--- config.mk ---
export PLATFORM = sky130hd
export DESIGN_NAME = onewire_temp_sensor_reader_unit_flat
export DESIGN_NICKNAME = d
export VERILOG_FILES = /design/src/design/otr_pkg.sv /design/src/design/otr_req_if.sv /design/src/design/otr_rsp_if.sv /design/src/design/otr_csr.sv /design/src/design/otr_seq.sv /design/src/design/otr_out_reg.sv /design/src/design/onewire_temp_sensor_reader_unit.sv /design/src/flat_wrapper.sv
export SDC_FILE = /design/constraint.sdc
export NUM_CORES = 1
export LEC_CHECK = 0
export BUFFER_PORTS_ARGS = -buffer_cell sky130_fd_sc_hd__buf_2
export CORE_ASPECT_RATIO = 0.5
export CORE_MARGIN = 1.5
export CORE_UTILIZATION = 65
export DETAILED_ROUTE_END_ITERATION = 10
export PLACE_DENSITY = 0.89
export SYNTH_ARGS = -nofsm -noshare
export SYNTH_HDL_FRONTEND = slang
export SYNTH_SLANG_ARGS = --single-unit
--- constraint.sdc ---
create_clock -name clock -period 7.5 [get_ports clock]
set_clock_uncertainty 0.1 [all_clocks]
set_input_delay 0.375 -clock clock [delete_from_list [all_inputs] [get_ports clock]]
set_output_delay 0.375 -clock clock [all_outputs]
set_load 0.005 [all_outputs]
--- src/design/otr_pkg.sv ---
// Package for the one-wire temperature reader.
// Holds the configuration and result types, command codes and the CRC-8 step.
// No dependencies.
package otr_pkg;

   // Scratchpad size, the bus commands of a reading and the CRC polynomial
   localparam int unsigned PAD_BYTES = 9;
   localparam logic [7:0] CMD_SKIP_ROM = 8'hCC;
   localparam logic [7:0] CMD_CONVERT = 8'h44;
   localparam logic [7:0] CMD_READ_PAD = 8'hBE;
   localparam logic [7:0] CRC_POLY = 8'h8C;

   // Input operation codes
   localparam logic OP_TICK = 1'b0;
   localparam logic OP_START = 1'b1;

   // Slot kinds shown on the result
   localparam logic [1:0] SLOT_NONE = 2'd0;
   localparam logic [1:0] SLOT_WRITE_ONE = 2'd1;
   localparam logic [1:0] SLOT_READ = 2'd2;

   // Register indexes on the CSR port
   localparam logic [2:0] CSR_RESET_LOW = 3'd0;
   localparam logic [2:0] CSR_RECOVERY = 3'd1;
   localparam logic [2:0] CSR_PRESENCE_TO = 3'd2;
   localparam logic [2:0] CSR_RELEASE_TO = 3'd3;
   localparam logic [2:0] CSR_SLOT = 3'd4;
   localparam logic [2:0] CSR_EXP_CONFIG = 3'd5;

   typedef struct packed {
      logic [7:0] reset_low_ticks;
      logic [7:0] recovery_ticks;
      logic [7:0] presence_timeout;
      logic [7:0] release_timeout;
      logic [7:0] slot_ticks;
      logic [7:0] expected_config_byte;
   } cfg_type;

   typedef struct packed {
      logic              drive_low;
      logic [1:0]        slot_kind;
      logic              busy_res;
      logic              done_res;
      logic              ok;
      logic signed [15:0] temperature;
      logic [2:0]        active_line;
   } result_type;

   // Dallas CRC-8, reflected polynomial, one byte
   function automatic logic [7:0] crc_byte(input logic [7:0] crc, input logic [7:0] b);
      logic [7:0] c;
      c = crc ^ b;
      for (int k = 0; k < 8; k++) begin
         if (c[0]) begin
            c = (c >> 1) ^ CRC_POLY;
         end else begin
            c = c >> 1;
         end
      end
      return c;
   endfunction

endpackage

--- src/design/otr_req_if.sv ---
// Request channel interface of the one-wire temperature reader.
// Carries the handshake and the tick or start fields; no dependencies.
interface otr_req_if;
   logic       valid;
   logic       ready;
   logic       op;
   logic [2:0] channel;
   logic       line_high;

   modport source (output valid, output op, output channel, output line_high, input ready);
   modport sink (input valid, input op, input channel, input line_high, output ready);
endinterface

--- src/design/otr_rsp_if.sv ---
// Response channel interface of the one-wire temperature reader.
// Carries the handshake and the result fields; no dependencies.
interface otr_rsp_if;
   logic              valid;
   logic              ready;
   logic              drive_low;
   logic [1:0]        slot_kind;
   logic              busy_res;
   logic              done_res;
   logic              ok;
   logic signed [15:0] temperature;
   logic [2:0]        active_line;

   modport source (output valid, output drive_low, output slot_kind, output busy_res,
                   output done_res, output ok, output temperature, output active_line,
                   input ready);
   modport sink (input valid, input drive_low, input slot_kind, input busy_res,
                 input done_res, input ok, input temperature, input active_line,
                 output ready);
endinterface

--- src/design/otr_csr.sv ---
// Configuration registers of the one-wire temperature reader.
// Depends on otr_pkg for the register indexes and cfg_type.
module otr_csr (
   input  logic              clock,
   input  logic              reset,
   input  logic              csr_we,
   input  logic [2:0]        csr_index,
   input  logic [7:0]        csr_wdata,
   output otr_pkg::cfg_type  cfg
);
   import otr_pkg::*;

   cfg_type cfg_ff;
   cfg_type cfg_in;

   // Decode the write into the addressed field
   always_comb begin
      cfg_in = cfg_ff;
      if (csr_we) begin
         unique case (csr_index)
            CSR_RESET_LOW:   cfg_in.reset_low_ticks = csr_wdata;
            CSR_RECOVERY:    cfg_in.recovery_ticks = csr_wdata;
            CSR_PRESENCE_TO: cfg_in.presence_timeout = csr_wdata;
            CSR_RELEASE_TO:  cfg_in.release_timeout = csr_wdata;
            CSR_SLOT:        cfg_in.slot_ticks = csr_wdata;
            CSR_EXP_CONFIG:  cfg_in.expected_config_byte = csr_wdata;
            default:         cfg_in = cfg_ff;
         endcase
      end
   end

   always_ff @(posedge clock) begin
      if (reset) begin
         cfg_ff.reset_low_ticks <= 8'd52;
         cfg_ff.recovery_ticks <= 8'd6;
         cfg_ff.presence_timeout <= 8'd8;
         cfg_ff.release_timeout <= 8'd30;
         cfg_ff.slot_ticks <= 8'd6;
         cfg_ff.expected_config_byte <= 8'h7F;
      end else begin
         cfg_ff <= cfg_in;
      end
   end

   assign cfg = cfg_ff;

endmodule

--- src/design/otr_seq.sv ---
// Bus sequencer of the one-wire temperature reader: reset, command and
// read-slot phases, scratchpad capture and CRC check, one step per transfer.
// Depends on otr_pkg for cfg_type, result_type, commands and crc_byte.
module otr_seq #(
   parameter int unsigned NUM_LINES = 8
) (
   input  logic                clock,
   input  logic                reset,
   input  logic                accept,
   input  logic                op,
   input  logic [2:0]          channel,
   input  logic                line_high,
   input  otr_pkg::cfg_type    cfg,
   output otr_pkg::result_type res
);
   import otr_pkg::*;

   // Phase codes
   localparam logic [6:0] PH_START = 7'd0;
   localparam logic [6:0] PH_BEGIN = 7'd1;
   localparam logic [6:0] PH_SKIP1 = 7'd2;
   localparam logic [6:0] PH_CONV = 7'd3;
   localparam logic [6:0] PH_RESET2 = 7'd4;
   localparam logic [6:0] PH_SKIP2 = 7'd5;
   localparam logic [6:0] PH_RDCMD = 7'd6;
   localparam logic [6:0] PH_RDPAD = 7'd7;
   localparam logic [6:0] PH_CHECK = 7'd8;
   localparam logic [6:0] PH_DONE = 7'd9;
   localparam logic [6:0] PH_IDLE = 7'd10;
   localparam logic [6:0] PH_ERR = 7'd99;
   localparam logic [6:0] PH_RST0 = 7'd100;
   localparam logic [6:0] PH_RST1 = 7'd101;
   localparam logic [6:0] PH_RST2 = 7'd102;
   localparam logic [6:0] PH_RST3 = 7'd103;
   localparam logic [6:0] PH_RST4 = 7'd104;
   localparam logic [6:0] PH_RST5 = 7'd105;
   localparam logic [6:0] PH_WR0 = 7'd110;
   localparam logic [6:0] PH_WR1 = 7'd111;
   localparam logic [6:0] PH_WR2 = 7'd112;
   localparam logic [6:0] PH_WR3 = 7'd113;
   localparam logic [6:0] PH_RD0 = 7'd120;
   localparam logic [6:0] PH_RD1 = 7'd121;
   localparam logic [6:0] PH_RD2 = 7'd122;
   localparam logic [6:0] PH_RD3 = 7'd123;
   localparam logic [6:0] PH_RD4 = 7'd124;
   localparam logic [6:0] PH_RD5 = 7'd125;

   localparam logic [3:0] LINES_LIMIT = 4'(NUM_LINES);
   localparam logic [3:0] PAD_LAST = 4'(PAD_BYTES - 1);
   localparam logic [3:0] PAD_COUNT = 4'(PAD_BYTES);

   logic [6:0]  phase_ff, phase_in;
   logic [6:0]  ret_ff, ret_in;
   logic [7:0]  tick_ff, tick_in;
   logic [7:0]  tx_ff, tx_in;
   logic [3:0]  bit_ff, bit_in;
   logic [7:0]  rx_ff, rx_in;
   logic [3:0]  byte_ff, byte_in;
   logic [7:0]  crc_ff, crc_in;
   logic [2:0]  line_ff, line_in;
   logic [15:0] reading_ff, reading_in;
   logic        good_ff, good_in;

   logic [7:0]  pad_ff [PAD_BYTES];
   logic        pad_we;
   logic [3:0]  pad_addr;

   logic [1:0]  kind;
   logic        done;

   // Next state for one transfer
   always_comb begin
      phase_in = phase_ff;
      ret_in = ret_ff;
      tick_in = tick_ff;
      tx_in = tx_ff;
      bit_in = bit_ff;
      rx_in = rx_ff;
      byte_in = byte_ff;
      crc_in = crc_ff;
      line_in = line_ff;
      reading_in = reading_ff;
      good_in = good_ff;
      pad_we = 1'b0;
      pad_addr = byte_ff;
      kind = SLOT_NONE;
      done = 1'b0;

      if (accept) begin
         if (op == OP_START) begin
            // Restart on a valid line; ignore others
            if ({1'b0, channel} < LINES_LIMIT) begin
               line_in = channel;
               good_in = 1'b0;
               phase_in = PH_START;
               tick_in = 8'd0;
            end
         end else begin
            if (tick_ff != 8'hFF) begin
               tick_in = tick_ff + 8'd1;
            end
            unique case (phase_ff)
               PH_START: phase_in = PH_BEGIN;
               PH_BEGIN, PH_RESET2: begin
                  ret_in = phase_ff + 7'd1;
                  tx_in = 8'd0;
                  phase_in = PH_RST0;
               end
               PH_SKIP1, PH_SKIP2: begin
                  ret_in = phase_ff + 7'd1;
                  tx_in = CMD_SKIP_ROM;
                  phase_in = PH_WR0;
               end
               PH_CONV: begin
                  ret_in = phase_ff + 7'd1;
                  tx_in = CMD_CONVERT;
                  phase_in = PH_WR0;
               end
               PH_RDCMD: begin
                  ret_in = phase_ff + 7'd1;
                  tx_in = CMD_READ_PAD;
                  phase_in = PH_WR0;
               end
               PH_RDPAD: begin
                  ret_in = phase_ff + 7'd1;
                  tx_in = 8'd0;
                  phase_in = PH_RD0;
               end
               PH_CHECK: begin
                  // Accept the reading only if CRC and config byte match
                  if (crc_ff == pad_ff[8] && pad_ff[4] == cfg.expected_config_byte) begin
                     reading_in = {pad_ff[1], pad_ff[0]};
                     good_in = 1'b1;
                  end else begin
                     good_in = 1'b0;
                  end
                  phase_in = PH_DONE;
               end
               PH_DONE: begin
                  phase_in = PH_IDLE;
                  done = 1'b1;
               end
               PH_IDLE: phase_in = PH_IDLE;
               PH_ERR: begin
                  good_in = 1'b0;
                  phase_in = PH_DONE;
               end
               PH_RST0: begin
                  tick_in = 8'd0;
                  phase_in = PH_RST1;
               end
               PH_RST1: begin
                  if (tick_in >= cfg.reset_low_ticks) begin
                     tick_in = 8'd0;
                     phase_in = PH_RST2;
                  end
               end
               PH_RST2: begin
                  if (tick_in >= cfg.recovery_ticks || line_high) begin
                     tick_in = 8'd0;
                     phase_in = PH_RST3;
                  end
               end
               PH_RST3: begin
                  // Wait for the presence pulse
                  if (!line_high) begin
                     tick_in = 8'd0;
                     phase_in = PH_RST4;
                  end else if (tick_in > cfg.presence_timeout) begin
                     phase_in = PH_ERR;
                  end
               end
               PH_RST4: begin
                  // Wait for the sensor to release the line
                  if (line_high) begin
                     tick_in = 8'd0;
                     phase_in = PH_RST5;
                  end else if (tick_in > cfg.release_timeout) begin
                     phase_in = PH_ERR;
                  end
               end
               PH_RST5, PH_WR3, PH_RD5: phase_in = ret_ff;
               PH_WR0: begin
                  bit_in = 4'd0;
                  phase_in = PH_WR1;
               end
               PH_WR1: begin
                  if (tx_ff[0]) begin
                     kind = SLOT_WRITE_ONE;
                  end
                  tick_in = 8'd0;
                  phase_in = PH_WR2;
               end
               PH_WR2: begin
                  if (tick_in >= cfg.slot_ticks) begin
                     tx_in = tx_ff >> 1;
                     bit_in = bit_ff + 4'd1;
                     phase_in = bit_in[3] ? PH_WR3 : PH_WR1;
                  end
               end
               PH_RD0: begin
                  byte_in = 4'd0;
                  crc_in = 8'd0;
                  phase_in = PH_RD1;
               end
               PH_RD1: begin
                  bit_in = 4'd0;
                  rx_in = 8'd0;
                  phase_in = PH_RD2;
               end
               PH_RD2: begin
                  rx_in = rx_ff >> 1;
                  kind = SLOT_READ;
                  tick_in = 8'd0;
                  phase_in = PH_RD3;
               end
               PH_RD3: begin
                  // Sample the bit on the tick after the slot pulse
                  if (tick_in == 8'd1 && line_high) begin
                     rx_in = rx_ff | 8'h80;
                  end
                  if (tick_in >= cfg.slot_ticks) begin
                     bit_in = bit_ff + 4'd1;
                     phase_in = bit_in[3] ? PH_RD4 : PH_RD2;
                  end
               end
               PH_RD4: begin
                  // Store the byte and fold it into the CRC unless it is the last (CRC) byte
                  if (byte_ff <= PAD_LAST) begin
                     pad_we = 1'b1;
                     if (byte_ff < PAD_LAST) begin
                        crc_in = crc_byte(crc_ff, rx_ff);
                     end
                  end
                  byte_in = byte_ff + 4'd1;
                  phase_in = (byte_in >= PAD_COUNT) ? PH_RD5 : PH_RD1;
               end
               default: phase_in = PH_IDLE;
            endcase
         end
      end
   end

   // Result of this transfer, taken from the updated state
   always_comb begin
      res.drive_low = (phase_in == PH_RST1) || (phase_in == PH_WR2 && !tx_in[0]);
      res.slot_kind = kind;
      res.busy_res = (phase_in != PH_IDLE);
      res.done_res = done;
      res.ok = good_in;
      res.temperature = good_in ? signed'(reading_in) : 16'sd0;
      res.active_line = line_in;
   end

   // Control and data state
   always_ff @(posedge clock) begin
      if (reset) begin
         phase_ff <= PH_IDLE;
         ret_ff <= 7'd0;
         tick_ff <= 8'd0;
         tx_ff <= 8'd0;
         bit_ff <= 4'd0;
         rx_ff <= 8'd0;
         byte_ff <= 4'd0;
         crc_ff <= 8'd0;
         line_ff <= 3'd0;
         reading_ff <= 16'd0;
         good_ff <= 1'b0;
      end else begin
         phase_ff <= phase_in;
         ret_ff <= ret_in;
         tick_ff <= tick_in;
         tx_ff <= tx_in;
         bit_ff <= bit_in;
         rx_ff <= rx_in;
         byte_ff <= byte_in;
         crc_ff <= crc_in;
         line_ff <= line_in;
         reading_ff <= reading_in;
         good_ff <= good_in;
      end
   end

   // Scratchpad bytes, written as they arrive
   always_ff @(posedge clock) begin
      if (pad_we) begin
         pad_ff[pad_addr] <= rx_ff;
      end
   end

endmodule

--- src/design/otr_out_reg.sv ---
// Result register of the one-wire temperature reader.
// Holds one result until the response transfer; depends on otr_pkg.
module otr_out_reg (
   input  logic                clock,
   input  logic                reset,
   input  logic                load,
   input  otr_pkg::result_type res_in,
   input  logic                out_ready,
   output logic                in_ready,
   output logic                out_valid,
   output otr_pkg::result_type res_out
);
   import otr_pkg::*;

   logic       valid_ff, valid_in;
   result_type data_ff;

   // Take a new result whenever the held one leaves or none is held
   assign in_ready = !valid_ff || out_ready;

   always_comb begin
      valid_in = valid_ff;
      if (load) begin
         valid_in = 1'b1;
      end else if (out_ready) begin
         valid_in = 1'b0;
      end
   end

   always_ff @(posedge clock) begin
      if (reset) begin
         valid_ff <= 1'b0;
      end else begin
         valid_ff <= valid_in;
      end
   end

   always_ff @(posedge clock) begin
      if (load) begin
         data_ff <= res_in;
      end
   end

   assign out_valid = valid_ff;
   assign res_out = data_ff;

endmodule

--- src/design/onewire_temp_sensor_reader_unit.sv ---
// One-wire temperature reader: result valid in the cycle after the request transfer.
// Throughput one request per cycle unless the response channel stalls; each tick is
// a single step of the phase sequencer, whose result is held in one output register.
// Reset (synchronous, active high) loads the register defaults, idles the sequencer
// and empties the result register; the scratchpad is not cleared.
// Depends on otr_pkg, otr_req_if, otr_rsp_if, otr_csr, otr_seq and otr_out_reg.
module onewire_temp_sensor_reader_unit #(
   parameter int unsigned NUM_LINES = 8
) (
   input  logic       clock,
   input  logic       reset,
   otr_req_if.sink    req_ch,
   otr_rsp_if.source  rsp_ch,
   input  logic       csr_we,
   input  logic [2:0] csr_index,
   input  logic [7:0] csr_wdata
);
   import otr_pkg::*;

   cfg_type    cfg;
   result_type step_res;
   result_type held_res;
   logic       accept;
   logic       stage_ready;
   logic       held_valid;

   otr_csr u_csr (
      .clock     (clock),
      .reset     (reset),
      .csr_we    (csr_we),
      .csr_index (csr_index),
      .csr_wdata (csr_wdata),
      .cfg       (cfg)
   );

   // Step the sequencer on each request transfer
   assign accept = req_ch.valid && stage_ready;
   assign req_ch.ready = stage_ready;

   otr_seq #(
      .NUM_LINES (NUM_LINES)
   ) u_seq (
      .clock     (clock),
      .reset     (reset),
      .accept    (accept),
      .op        (req_ch.op),
      .channel   (req_ch.channel),
      .line_high (req_ch.line_high),
      .cfg       (cfg),
      .res       (step_res)
   );

   otr_out_reg u_out (
      .clock     (clock),
      .reset     (reset),
      .load      (accept),
      .res_in    (step_res),
      .out_ready (rsp_ch.ready),
      .in_ready  (stage_ready),
      .out_valid (held_valid),
      .res_out   (held_res)
   );

   // Drive the response channel
   assign rsp_ch.valid = held_valid;
   assign rsp_ch.drive_low = held_res.drive_low;
   assign rsp_ch.slot_kind = held_res.slot_kind;
   assign rsp_ch.busy_res = held_res.busy_res;
   assign rsp_ch.done_res = held_res.done_res;
   assign rsp_ch.ok = held_res.ok;
   assign rsp_ch.temperature = held_res.temperature;
   assign rsp_ch.active_line = held_res.active_line;

endmodule
--- src/flat_wrapper.sv ---
// flat-port wrapper written by rule: the top's interface ports become plain ports
module onewire_temp_sensor_reader_unit_flat import otr_pkg::*;
#(
   parameter int unsigned NUM_LINES = 8
)
  (clock, reset, csr_we, csr_index, csr_wdata, req_ch_valid, req_ch_op, req_ch_channel, req_ch_line_high, req_ch_ready, rsp_ch_valid, rsp_ch_drive_low, rsp_ch_slot_kind, rsp_ch_busy_res, rsp_ch_done_res, rsp_ch_ok, rsp_ch_temperature, rsp_ch_active_line, rsp_ch_ready);
  otr_req_if req_ch_i ();
  otr_rsp_if rsp_ch_i ();
  input  logic clock;
  input  logic reset;
  input  logic csr_we;
  input  logic [2:0] csr_index;
  input  logic [7:0] csr_wdata;
  input wire logic [$bits(req_ch_i.valid)-1:0] req_ch_valid;
  input wire logic [$bits(req_ch_i.op)-1:0] req_ch_op;
  input wire logic [$bits(req_ch_i.channel)-1:0] req_ch_channel;
  input wire logic [$bits(req_ch_i.line_high)-1:0] req_ch_line_high;
  output wire logic [$bits(req_ch_i.ready)-1:0] req_ch_ready;
  output wire logic [$bits(rsp_ch_i.valid)-1:0] rsp_ch_valid;
  output wire logic [$bits(rsp_ch_i.drive_low)-1:0] rsp_ch_drive_low;
  output wire logic [$bits(rsp_ch_i.slot_kind)-1:0] rsp_ch_slot_kind;
  output wire logic [$bits(rsp_ch_i.busy_res)-1:0] rsp_ch_busy_res;
  output wire logic [$bits(rsp_ch_i.done_res)-1:0] rsp_ch_done_res;
  output wire logic [$bits(rsp_ch_i.ok)-1:0] rsp_ch_ok;
  output wire logic [$bits(rsp_ch_i.temperature)-1:0] rsp_ch_temperature;
  output wire logic [$bits(rsp_ch_i.active_line)-1:0] rsp_ch_active_line;
  input wire logic [$bits(rsp_ch_i.ready)-1:0] rsp_ch_ready;
  assign req_ch_i.valid = req_ch_valid;
  assign req_ch_i.op = req_ch_op;
  assign req_ch_i.channel = req_ch_channel;
  assign req_ch_i.line_high = req_ch_line_high;
  assign req_ch_ready = req_ch_i.ready;
  assign rsp_ch_valid = rsp_ch_i.valid;
  assign rsp_ch_drive_low = rsp_ch_i.drive_low;
  assign rsp_ch_slot_kind = rsp_ch_i.slot_kind;
  assign rsp_ch_busy_res = rsp_ch_i.busy_res;
  assign rsp_ch_done_res = rsp_ch_i.done_res;
  assign rsp_ch_ok = rsp_ch_i.ok;
  assign rsp_ch_temperature = rsp_ch_i.temperature;
  assign rsp_ch_active_line = rsp_ch_i.active_line;
  assign rsp_ch_i.ready = rsp_ch_ready;
  onewire_temp_sensor_reader_unit #(.NUM_LINES(NUM_LINES)) u_core (.clock(clock), .reset(reset), .req_ch(req_ch_i), .rsp_ch(rsp_ch_i), .csr_we(csr_we), .csr_index(csr_index), .csr_wdata(csr_wdata));
endmodule
==> results of run 1 <==
==> sequential cells by signal (all words and copies together), names as in the netlist <==
register / count
u_core.u_seq.bit_ff: 4
u_core.u_seq.byte_ff: 4
u_core.u_seq.tx_ff: 8
u_core.u_seq.reading_ff: 16
u_core.u_seq.phase_ff: 7
u_core.u_out.res_out: 25
u_core.u_seq.crc_ff: 8
u_core.u_seq.ret_ff: 7
u_core.u_seq.good_ff: 1
u_core.u_out.out_valid: 1
u_core.u_seq.tick_ff: 8
u_core.u_seq.line_ff: 3
u_core.u_seq.rx_ff: 8
u_core.u_seq.pad_ff: 32
u_core.u_csr.cfg: 48
==> per-layer routing <==
layer | GRT usage (%) | vias to the layer above | share of wire, %
met5 | 0 | - | 0
met4 | 14.4 | 0 | 3.4
met3 | 7.85 | 89 | 9.5
met2 | 51.6 | 456 | 44
met1 | 44.7 | 3664 | 44
li1 | - | 3534 | -
==> layout make-up <==
class                           instances  share of cell area [%]
Multi-Input combinational cell        707                    45.0
Sequential cell                       180                    42.0
Clock buffer                           17                    4.28
Timing Repair Buffer                   49                    2.54
Tap cell                              192                    2.42
Clock inverter                         15                    2.14
Inverter                               45                    1.70
==> layout by cell type, fill, tap and decap left out, drive strengths merged, types with 17 or more instances in the layout <==
master and n:
nor2 112, nand3 33, inv 54, ha 44, clkbuf 17, nand2 124
buf 49, xnor2 32, mux2i 18, o21ai 22, a21oi 70, edfxtp 57
nor3 23, dfxtp 123
==> metrics by stage <==
step	setup slack (ns)	total power, mW	cells	instance area, sq um
global route	2.50	2.17	1205	9950
detailed placement	2.98	1.19	1173	9310
finish	2.68	2.12	1205	9950
floorplan	3.68	1.14	975	9010
global placement	3.20	1.18	1173	9310
CTS	2.88	2.11	1205	9950
==> path summary, 6_finish.rpt <==
path / endpoint / slack (ns) / cells after the start
hold / removal: u_core.u_out.out_valid / 0.08 / 3
hold reg to reg: u_core.u_csr.cfg[25] / 0.36 / 2
setup reg to reg: u_core.u_out.res_out[24] / 2.68 / 12
setup / recovery: u_core.u_out.res_out[24] / 2.68 / 12
==> critical path: stages (launching register included) <==
cell and delay, ns:
dfxtp_1 0.56, ha_1 0.33, nand3_2 0.18, o21ai_0 0.89
ha_1 0.33, nand3_1 0.11, nor3_1 0.29, a311oi_4 0.10
a21oi_2 0.55, o21ai_1 0.32, a32oi_1 0.40, o211ai_1 0.17
a2111oi_2 0.30
==> report_power, final <==
| group | total (mW) | internal (mW) | switching [mW] |
|---|---|---|---|
| combinational | 0.137 | 0.0476 | 0.0891 |
| sequential | 1.03 | 1.02 | 0.0144 |
| clock | 0.946 | 0.468 | 0.478 |
==> kinds of logic (layout without fill, tap and decap cells) <==
family                   after synthesis  after routing
AND/OR/NAND/NOR                      412            412
XOR/XNOR                              43             43
multiplexers                          22             22
flip-flops                           180            180
adder cells (fa/ha/maj)               44             44
buffers and inverters                 88            126
AO/OA/AOI/OAI                        186            186
==> results.tsv, run 1 <==
stage	metric	value	unit
status	status	finished, final reports clean	
cts	ctsHoldBuffers	0	
pwr	vdd_drop_max	0.176	mV
timing	hold-worst-slack	0.0753	ns
synth	synth_top_cell_area_share	27.3	%
synth	synth_fa_ha_area_share	6.11	%
layout	multi_input_area	0.00447	sq mm
synth	synth-xor-area-share	4.33	%
synth	synth_cells	975	
layout	area_growth	10.4	%
critical_path	startpoint	u_core.u_seq.tick_ff[0]	
cts	clockBufferDepth	2	
cts	cts_setup_buffers	0	
timing	tightest_slew	1.25	ns
critical_path	crit_fanout	12	
synth	synth-compound-area-share	14.1	%
detailed_routing	routedWlPerCell	19.5	um
synth	yosys-mux-area-fraction	2.50	%
synth	ys_seq_area_share	46.3	%
timing	setup_violations	0	
timing	max_freq	0.207	GHz
layout	fillers	956	
grt	grt_pass1_wl	37.2	mm
timing	drv_slew	0	
layout	nets	1065	
cts	htree_levels	4	
critical_path	endpoint_kind	flip-flop	
cts	clk_latency	0.45	ns
timing	period_minus_slack	4.82	ns
synth	netlist_area	0.00901	sq mm
synth	yosys_most_used_dff	dfxtp_1	
critical_path	r2r_start	u_core.u_seq.tick_ff[0]	
cts	cts_resized	0	
layout	diodes	0	
pwr	power_density	213	mW/mm^2
place	portBuffers	47	
grt	grt_usage	33.2	%
synth	ys_async_sr_fraction	0	%
synth	synth_top_cell_by_area	dfxtp_1	
floorplanning	die_h	86.3	um
critical_path	criticalPathCategory	flip-flop to flip-flop	
job	maxCapViolCount	0	
floorplanning	core	0.0136	sq mm
timing	maxSlewHeadroom	16.6	%
timing	rsz0062_at_grt	false	
layout	drive_gt1_share	10.7	%
timing	finalSetupTns	0	ns
layout	seq_area	0.00417	sq mm
detailed_routing	vias	7743	
floorplanning	rows	30	
synth	synthTopCellsByArea	dfxtp_1 27%, edfxtp_1 19%, ha_1 6.1%	
grt	grt_pass1_vias	7223	
detailed_routing	viasPerCell	6.43	
cts	path_clk_slew	0.08	ns
layout	fin_util	73.4	%
place	hpwl	16.0	mm
synth	synth_cell_type_count	80	
cts	cts_tree	done	
floorplanning	die-area	0.0146	sq mm
cts	clock-sinks	180	
synth	synth-simple-area-share	22.6	%
floorplanning	start_util	66.5	%
synth	synth_top_family_by_area	simple AND/OR/NAND/NOR gates	
grt	antenna_found_initial	0	
synth	synth.avg_cell_area	9.24	sq um
synth	synth_fp_nets	1040	
critical_path	required	7.65	ns
grt	grt_max_degree	124	
critical_path	start_kind	flip-flop	
hold_path	hp-start	req_ch_valid	
detailed_routing	wl	23.5	mm
synth	yosys.cell_count.top_type	nand2_1	
floorplanning	dieWidth	170	um
timing	finalHoldViolCount	0	
synth	ys_ff_latch	180	
detailed_routing	firstDrtPassIters	6	
synth	ys_top_cells_by_count	124 x nand2_1, 123 x dfxtp_1, 112 x nor2_1, 68 x a21oi_1, 57 x edfxtp_1	
cts	clock-root-buffer	clkbuf_16	
timing	fin_crit_sh	64.3	%
synth	synth_edf_count	57	
grt	overflow	0	
detailed_routing	drc	0	
hold_path	hold_path_class	primary input to flip-flop	
synth	yosysWarnings	0	
detailed_routing	ant_nets	0	
place	globalplace.congestion	1.01	
floorplanning	io_pins	48	
cts	cts_buffers	17	
detailed_routing	first_iter_violations	947	
critical_path	critical_path_arrival	4.98	ns
pwr	power_leakage	3.97	nW
(Power assumes the default switching activity.)
==> run 2, diff against run 1 <==
--- a/config.mk
+++ b/config.mk
@@ -8,9 +8,9 @@
 export BUFFER_PORTS_ARGS = -buffer_cell sky130_fd_sc_hd__buf_2
 export CORE_ASPECT_RATIO = 0.5
 export CORE_MARGIN = 1.5
-export CORE_UTILIZATION = 65
+export CORE_UTILIZATION = 61
 export DETAILED_ROUTE_END_ITERATION = 10
-export PLACE_DENSITY = 0.89
+export PLACE_DENSITY = 0.85
 export SYNTH_ARGS = -nofsm -noshare
 export SYNTH_HDL_FRONTEND = slang
 export SYNTH_SLANG_ARGS = --single-unit
==> constraint.sdc (replaced) <==
create_clock -name clock -period 4.9 [get_ports clock]
set_clock_uncertainty 0.1 [all_clocks]
set_input_delay 0.245 -clock clock [delete_from_list [all_inputs] [get_ports clock]]
set_output_delay 0.245 -clock clock [all_outputs]
set_load 0.005 [all_outputs]
==> run 2 against run 1 <==
Register-to-register slack worse by 2.5 ns. Non-clock buffer count up 11. Combinational power up 52%. Clock power up 51%. Utilization down 3.8 points. Worst hold slack worse by 0.052 ns. Via count down 3.6%. Power up 52%. Flip-flop and latch count unchanged. Clock-buffer cell count unchanged. Sequential share of layout area down 0.39 points. Largest power group unchanged.
==> results.tsv, run 2 (synthesis results as in run 1) <==
stage	metric	value	unit
critical_path	endpoint_kind	flip-flop	
timing	rsz0062_at_grt	false	
detailed_routing	first_iter_violations	787	
grt	antenna_found_initial	0	
floorplanning	die-area	0.0156	sq mm
pwr	comb_power_share	6.5	%
cts	cts_buffers	17	
layout	seq_area	0.00417	sq mm
timing	finalSetupTns	0	ns
cts	htree_levels	4	
floorplanning	rows	31	
critical_path	r2r_end	u_core.u_out.res_out[24]	
layout	largest_reg_flops	48	
floorplanning	die_h	89.0	um
detailed_routing	ant_nets	0	
cts	clock-root-buffer	clkbuf_16	
grt	grt_max_degree	74	
critical_path	regToRegSetupSlack	0.21	ns
layout	final_cell_mix	124 x nand2_1, 123 x dfxtp_1, 112 x nor2_1	
pwr	p_sw	0.872	mW
cts	clock-sinks	180	
critical_path	crit_path_top_delay_cell	a2111oi_0	
floorplanning	core	0.0144	sq mm
critical_path	r2r_start	u_core.u_seq.tick_ff[0]	
place	portBuffers	47	
critical_path	critical_path_arrival	4.83	ns
critical_path	critPathMaxStageDelay	0.71	ns
place	dp_cells	1189	
grt	grt_usage	29.7	%
layout	fillers	1131	
detailed_routing	routedWlPerCell	18.7	um
critical_path	start_kind	flip-flop	
grt	grt_pass1_vias	6666	
timing	hold-worst-slack	0.0236	ns
pwr	pwr-share-clk	44.4	%
detailed_routing	vias	7466	
critical_path	ff2ff_path_depth	12	
status	status	finished, final reports clean	
grt	overflow	0	
timing	drv_slew	0	
layout	final_common_cell	nand2_1	
cts	path_clk_slew	0.08	ns
floorplanning	dieWidth	175	um
hold_path	hold_path_class	primary input to flip-flop	
place	globalplace.congestion	0.947	
pwr	power_leakage	3.99	nW
layout	area_growth	11.4	%
timing	fin_crit_sh	95.8	%
pwr	vdd_drop_max	0.295	mV
floorplanning	io_pins	48	
layout	diodes	0	
critical_path	required	5.04	ns
layout	drive_gt1_share	11.5	%
hold_path	hp-start	csr_wdata[6]	
pwr	p_int	2.35	mW
critical_path	crit_fanout	12	
critical_path	criticalPathCategory	flip-flop to flip-flop	
cts	clk_latency	0.44	ns
layout	nets	1076	
pwr	power_density	321	mW/mm^2
cts	cts_tree	done	
timing	tightest_slew	1.09	ns
hold_path	min_to	u_core.u_csr.cfg[46]	
detailed_routing	firstDrtPassIters	6	
timing	maxSlewHeadroom	27.3	%
pwr	swShare	27.1	%
timing	setup_violations	0	
pwr	power	3.22	mW
detailed_routing	wl	22.9	mm
pwr	p_seq_share	49.1	%
layout	fin_util	69.6	%
place	hpwl	16.5	mm
layout	fin_cells	1222	
cts	clockBufferDepth	2	
detailed_routing	drc	0	
critical_path	crit_path_cell_trace	ha_1 -> and3_1 -> a31oi_1 -> a21oi_1 -> ha_1 -> and3_1 -> a2111oi_0 -> o21ai_0 -> a32oi_1 -> and4_1 -> o211ai_1 -> a2111oi_2	
detailed_routing	viasPerCell	6.11	
timing	max_freq	0.213	GHz
floorplanning	start_util	62.5	%
hold_path	holdPathStages	3	
layout	multi_input_area	0.00447	sq mm
job	maxCapViolCount	0	
grt	grt_pass1_wl	35.5	mm
timing	period_minus_slack	4.69	ns
timing	finalHoldViolCount	0	
==> run 2: cell count changes in the layout (fill, tap and decap cells not counted), sizes merged <==
cell,before,now
buf,49,59
clkinv,6,7
dlygate4sd3,0,1
inv,54,53
==> run 2: metal layers <==
layer	track usage [%]	routed length (um)	vias to the layer above
li1	-	-	3566
met1	42.2	10300	3529
met2	47.8	10300	340
met3	5.48	1940	31
met4	7.15	267	0
met5	0	0	-
==> run 2: how the worst max path moves through the flow <==
stage | start | to | slack, ns | depth (start not counted)
floorplan | u_core.u_seq.tick_ff[0] | u_core.u_out.res_out[24] | 1.08 | 13
global placement | u_core.u_seq.tick_ff[0] | u_core.u_out.res_out[24] | 0.58 | 12
detailed placement | u_core.u_seq.tick_ff[0] | u_core.u_out.res_out[24] | 0.40 | 12
CTS | u_core.u_seq.tick_ff[0] | u_core.u_out.res_out[24] | 0.35 | 12
global route | u_core.u_seq.tick_ff[0] | u_core.u_out.res_out[24] | 0.04 | 13
finish | u_core.u_seq.tick_ff[0] | u_core.u_out.res_out[24] | 0.21 | 12
==> run 2: what timing repair did <==
item | 4_1_cts | 5_1_grt
endpoints found under the hold margin | 1 | 0
gates resized for setup | 0 | 0
hold buffers | 1 | 0
buffers inserted | 0 | 0
==> run 2: critical path: cells and delay by family (launching register included) <==
kind	cells	cell delay, ns
AND/OR/NAND/NOR	3	0.71
adder cells (fa/ha/maj)	2	0.69
AO/OA/AOI/OAI	7	2.42
flip-flops	1	0.56
==> run 2: power groups by stage <==
stage,sequential [mW],combinational [mW],clock (mW)
2_1_floorplan,1.61,0.140,0
3_3_place_gp,1.61,0.199,0
3_5_place_dp,1.61,0.203,0
4_1_cts,1.58,0.204,1.44
5_1_grt,1.58,0.226,1.50
6_report,1.58,0.208,1.43
==> run 2: layout make-up <==
cell class                      instances  share of cell area (%)
Clock buffer                           17                    4.24
Clock inverter                         15                    2.12
Inverter                               45                    1.68
Multi-Input combinational cell        707                    44.6
Sequential cell                       180                    41.6
Tap cell                              198                    2.47
Timing Repair Buffer                   60                    3.36
==> run 2: through the flow <==
stage	setup WS [ns]	instance area, sq um
after floorplan	1.08	9010
after global placement	0.579	9390
after detailed placement	0.405	9390
after CTS	0.350	10000
after global routing	0.0415	10000
final	0.205	10000
